File: config.mk
export PLATFORM = sky130hd
export DESIGN_NAME = ltq_cell
export DESIGN_NICKNAME = d
export VERILOG_FILES = /design/src/hdl/ltq_pkg.sv /design/src/hdl/ltq_cell.sv
export SDC_FILE = /design/constraint.sdc
export NUM_CORES = 1
export LEC_CHECK = 0
export BUFFER_PORTS_ARGS = -buffer_cell sky130_fd_sc_hd__buf_2
export CAP_MARGIN = 15
export CORE_AREA = 8 8 147 149
export DETAILED_ROUTE_END_ITERATION = 10
export DIE_AREA = 0 0 155 157
export GPL_TIMING_DRIVEN = 0
export HOLD_SLACK_MARGIN = 0.02
export PLACE_DENSITY = 0.66
export SETUP_SLACK_MARGIN = 0.2
export SYNTH_ARGS = -nofsm -noshare
export SYNTH_HDL_FRONTEND = slang
export SYNTH_SLANG_ARGS = --single-unit
File: constraint.sdc
create_clock -name clk -period 4.95 [get_ports clk]
set_input_delay 0.2475 -clock clk [delete_from_list [all_inputs] [get_ports clk]]
set_output_delay 0.2475 -clock clk [all_outputs]
set_load 0.01 [all_outputs]
File: src/hdl/ltq_pkg.sv
// Shared types and constants of the logical timer queue.
// No dependencies; the cell and the top level import it.
package ltq_pkg;

    localparam int TIMEOUT_W = 64;
    localparam int TAG_W     = 32;
    localparam int PERIOD_W  = 16;
    localparam int CFG_IDX_W = 2;
    localparam int CFG_DAT_W = 32;

    // Configuration register indexes
    localparam logic [CFG_IDX_W-1:0] CFG_TASK_MARKER = 2'd0;
    localparam logic [CFG_IDX_W-1:0] CFG_TASK_PERIOD = 2'd1;

    // Result kinds
    localparam logic [1:0] KIND_EXPIRED   = 2'd0;
    localparam logic [1:0] KIND_TICK_DONE = 2'd1;
    localparam logic [1:0] KIND_ADD_STAT  = 2'd2;

    // Chain commands broadcast to every cell
    localparam logic [1:0] OP_HOLD   = 2'd0;
    localparam logic [1:0] OP_INSERT = 2'd1;
    localparam logic [1:0] OP_POP    = 2'd2;

    typedef struct packed {
        logic                 valid;
        logic [TIMEOUT_W-1:0] timeout;
        logic [TAG_W-1:0]     tag;
    } entry_t;

    typedef struct packed {
        logic [1:0]           op;
        logic [TIMEOUT_W-1:0] new_timeout;
        logic [TAG_W-1:0]     new_tag;
    } chain_cmd_t;

endpackage

File: src/hdl/ltq_cell.sv
// One slot of the sorted timer chain.
// Depends on ltq_pkg for the entry and command types.
module ltq_cell (
    input  logic               clk,
    input  logic               rst_n,
    input  ltq_pkg::chain_cmd_t cmd,
    input  ltq_pkg::entry_t    left_entry,
    input  logic               left_keep,
    input  ltq_pkg::entry_t    right_entry,
    output ltq_pkg::entry_t    entry,
    output logic               keep
);
    import ltq_pkg::*;

    logic                 valid_reg;
    logic                 valid_next;
    logic [TIMEOUT_W-1:0] timeout_reg;
    logic [TIMEOUT_W-1:0] timeout_next;
    logic [TAG_W-1:0]     tag_reg;
    logic [TAG_W-1:0]     tag_next;

    // Stay in place on insert when at or below the new timeout (ties go after)
    assign keep = valid_reg && (timeout_reg <= cmd.new_timeout);

    assign entry.valid   = valid_reg;
    assign entry.timeout = timeout_reg;
    assign entry.tag     = tag_reg;

    always_comb
    begin
        valid_next   = valid_reg;
        timeout_next = timeout_reg;
        tag_next     = tag_reg;
        case (cmd.op)
            OP_INSERT:
            begin
                if (!keep)
                begin
                    if (left_keep)
                    begin
                        valid_next   = 1'b1;
                        timeout_next = cmd.new_timeout;
                        tag_next     = cmd.new_tag;
                    end
                    else
                    begin
                        valid_next   = left_entry.valid;
                        timeout_next = left_entry.timeout;
                        tag_next     = left_entry.tag;
                    end
                end
            end
            OP_POP:
            begin
                valid_next   = right_entry.valid;
                timeout_next = right_entry.timeout;
                tag_next     = right_entry.tag;
            end
            default:
            begin
                valid_next = valid_reg;
            end
        endcase
    end

    always_ff @(posedge clk or negedge rst_n)
    begin
        if (!rst_n)
        begin
            valid_reg <= 1'b0;
        end
        else
        begin
            valid_reg <= valid_next;
        end
    end

    always_ff @(posedge clk)
    begin
        timeout_reg <= timeout_next;
        tag_reg     <= tag_next;
    end

endmodule

# == Yosys cells after proc, flatten, opt, wreduce, memory -nomap -nowiden ==
# Index checks and enable logic that the tools add are counted.
# classes
magnitude_cmp,1
eq_ne,3
muxes,9
n_reduce_logical,3
# ops
cell,n
$mux 64,2
$pmux 64 s2,1
$le 64x64->1,1
$mux 32,2
$pmux 32 s2,1
$eq 2x1->1 const B,1
$eq 2x2->1 const B,1
$mux 1,2
$ne 2x2->1 const B,1
$pmux 1 s2,1
$reduce_and 2->1,1
$reduce_bool 2->1,1
$logic_and 1x1->1,1
# totals
reg_bits,97
input_bits,295
out_inout_bits,98
wordCells,19

# == Longest topological paths before layout ==
# depth
ltp_word,4
mapped_depth,9
mapped_depth_nobuf,9

# == Worst setup path before layout ==
# OpenSTA, ideal clock, no wires.
# synth_path
path_type,reg-to-reg
start,register timeout_reg[54]
end,register tag_reg[0] (enable)
setup_ns,0.463
arrival_time_ns,4.029
t_required_ns,4.487
path_slack_ns,0.459
stages_incl_launch_ff,9
path_buffers,0
period_less_slack_ns,4.491
cell_sequence,edfxtp_1 -> ha_1 -> nand4_2 -> nor4_4 -> and3_1 -> and4_1 -> a22oi_1 -> a21oi_2 -> o22a_1
# synth_between
elab_chain_len,4
# synth_rtl
item,line,source
from (decl),ltq_cell.sv:17,logic [TIMEOUT_W-1:0] timeout_reg;
from (signal assigned),ltq_cell.sv:80,timeout_reg <= timeout_next;
$le 64x64->1,ltq_cell.sv:23,assign keep = valid_reg && (timeout_reg <= cmd.new_timeout);
$logic_and 1x1->1,ltq_cell.sv:23,
$ne 2x2->1 (no line),-,
$reduce_and 2->1 (no line),-,
to (signal assigned),ltq_cell.sv:81,tag_reg <= tag_next;
to (decl),ltq_cell.sv:19,logic [TAG_W-1:0] tag_reg;
# Every way passes these cells.
# A chain may end at the register's enable or synchronous reset.

# == Worst setup path in the final report ==
# layout_path
start,register timeout_reg[62]
end,register timeout_reg[62] (enable)
# layout_between
elab_chain_len,4
# layout_rtl
item,line
$le 64x64->1,ltq_cell.sv:23
$logic_and 1x1->1,ltq_cell.sv:23
$ne 2x2->1 (no line),-
$reduce_and 2->1 (no line),-
# Every way passes these cells.

==> metrics.yaml <==
status: "completed"
setup_violations: 0
cts.sinks: 97
dr.pass1.iters: 5
die_h_um: 157
vias: 6345
cts_buffers: 9
crit_type: "reg2reg"
die-width_um: 155
ir_drop_uv: 179
worst_pin_slew_ns: 0.800
overflow: 0
cp-start-kind: "flop"
synth-seq-cells: 97
end_kind: "flop"
drive_gt1_frac: 0.399
worstPathCellList: "ha_1 -> nand4_1 -> nor4_4 -> and3_1 -> and4_1 -> a22oi_1 -> a21oi_2 -> o22a_4 -> buf_16"
period_needed_ns: 3.46
dp_hpwl_mm: 20.8
area_delta_synth_final_pct: 40.0
crit_required_ns: 4.97
finalHoldViolations: 0
cts_tree: "yes"
min-delay-path-class: "in2reg"
fin_ws_ns: 1.49
grt_pass1_wl_mm: 36.9
cts_buffer_depth: 2
max_freq_mhz: 289
routed_via_density: 4.77
slew-limit-headroom: 0.466
critPathBufInv: 1
netlist_area_um2: 6550
setup_tns_ns: 0
p_leak_nw: 4.61
final.period_utilization: 0.699
nets: 1417
wirelength_mm: 24.7
cts_setup_buffers: 0
grtUsageTotal: 0.196
drt_iter0_markers: 310
post_dp_cell_area_um2: 8880
final_cell_mix: "buf_2 (404), nand2_1 (108), o21ai_0 (102)"
syn-num-nets: 1013
wl_per_cell_um: 18.6
grt_max_degree: 51
cts.repair.resized: 0
port_buffers: 391
synth_cell_types: 41
antenna_found_initial: 2
syn_area_per_cell_um2: 10.0
floorplan.die_area_um2: 24300
finalWeightedCongestion: 0.876
place_inst: 1311
instances_no_fill: 1329
num_rows: 51
power_w: 0.00240
critPathMaxStageDelay_ns: 0.63
rsz0062_at_grt: "no"
postCtsHoldBufs: 1
start_util: 0.341
cp_top_family: "simple AND/OR/NAND/NOR gates"
cp_max_fo: 50
ys_seq_area_frac: 0.444
largest_reg_flops: 64
final_common_cell: "buf_2"
place_ws_ns: 1.40
cap_violations: 0
grt_pass1_vias: 6758
cts_root_buffer: "clkbuf_16"
fin_area_um2: 9180
path_clk_slew_ns: 0.07
core_area_um2: 19200
htree_levels: 3
powerDensity_nw_per_um2: 262
ios: 393
clock_skew_ns: 0.0123
syn_inst: 654
worst-endpoint-arrival_ns: 3.48
clk_latency_ns: 0.34
route.detailed.drc: 0
slowest_stage: "o22a_4"
ant_nets: 0
drv_slew: 0
yosys_warnings: 0
routing by layer:
metal | share of wire | vias to the layer above | track usage
met4 | 0.016 | 0 | 0.0527
met3 | 0.090 | 24 | 0.0653
met2 | 0.51 | 264 | 0.352
met1 | 0.39 | 2895 | 0.217
met5 | 0 | - | 0
li1 | - | 3162 | -
Yosys cell counts:
cell	instances	area, µm²
nand2_1	108	405
o21ai_0	102	510
mux2i_1	97	971
edfxtp_1	96	2880
inv_1	65	244
ha_1	64	801
a21oi_1	24	120
clkbuf_1	18	67.6
buf_2	13	65.1
nand4_1	11	68.8
nor2b_1	6	37.5
a21o_1	5	37.5
nand3_1	5	25.0
nor2_1	5	18.8
a211oi_1	4	30.0
nor4_1	3	18.8
a21boi_0	2	15.0
a22oi_1	2	15.0
and3_1	2	12.5
a2111oi_0	1	8.76
a211o_1	1	8.76
a21oi_2	1	8.76
a221o_1	1	10.0
a22o_1	1	8.76
a31oi_1	1	6.26
and2_1	1	6.26
and4_1	1	8.76
buf_1	1	3.75
buf_4	1	7.51
dfrtp_1	1	25.0
nand2b_1	1	6.26
nand4_2	1	12.5
nor4_4	1	21.3
o211ai_1	1	7.51
o211ai_2	1	12.5
o21a_1	1	7.51
o21ai_1	1	5.00
o22a_1	1	8.76
o31a_1	1	8.76
o31ai_1	1	7.51
or4_1	1	7.51
per-stage QoR:
stage               hold WS (ns)   util
floorplan                -0.0481      -
global placement          0.0235  0.460
detailed placement        0.0240  0.462
CTS                        0.153  0.478
global route               0.167  0.478
finish                     0.173  0.478
power by group:
part | internal, W | switching (W) | total (W) | leakage, nW
Clock | 0.000387 | 0.000312 | 0.000699 | 0.137
Sequential | 0.00102 | 0.0000365 | 0.00106 | 0.928
Combinational | 0.000284 | 0.000360 | 0.000643 | 3.54
Total | 0.00169 | 0.000708 | 0.00240 | 4.61
final timing paths:
path / from / endpoint / slack (ns) / cells after the start
max in group asynchronous: rst_n / valid_reg / 4.66 / 2
min reg2reg: valid_reg / valid_reg / 0.76 / 3
min in group asynchronous: rst_n / valid_reg / 0.20 / 2
max reg2reg: timeout_reg[62] / timeout_reg[62] / 1.49 / 9
max: timeout_reg[62] / timeout_reg[62] / 1.49 / 9
min: right_entry[9] / tag_reg[9] / 0.17 / 3
area by class of cell:
type	count	area, µm²
fillers	1850	10000
multi-input cells	459	3270
flip-flops and latches	97	2910
repair buffers	393	1990
well taps	265	332
inverters	65	244
clock buffers	9	225
plain buffers	33	144
clock inverters	6	58.8
diodes	2	5.00
worst min-delay path, stage by stage:
cell	delay [ns]
buf_2	0.07
nand2_1	0.03
o21ai_0	0.06
logic make-up (layout without fill, tap and decap cells):
family,count (synthesis),after routing,synth area share
flops,97,97,0.444
fa+ha+maj,64,64,0.122
compound gates,152,152,0.128
simple gates,146,146,0.0991
buf+inv,98,506,0.0592
mux,97,97,0.148
other cells,0,2,0
Note: power is estimated with default switching activity, not from simulation.
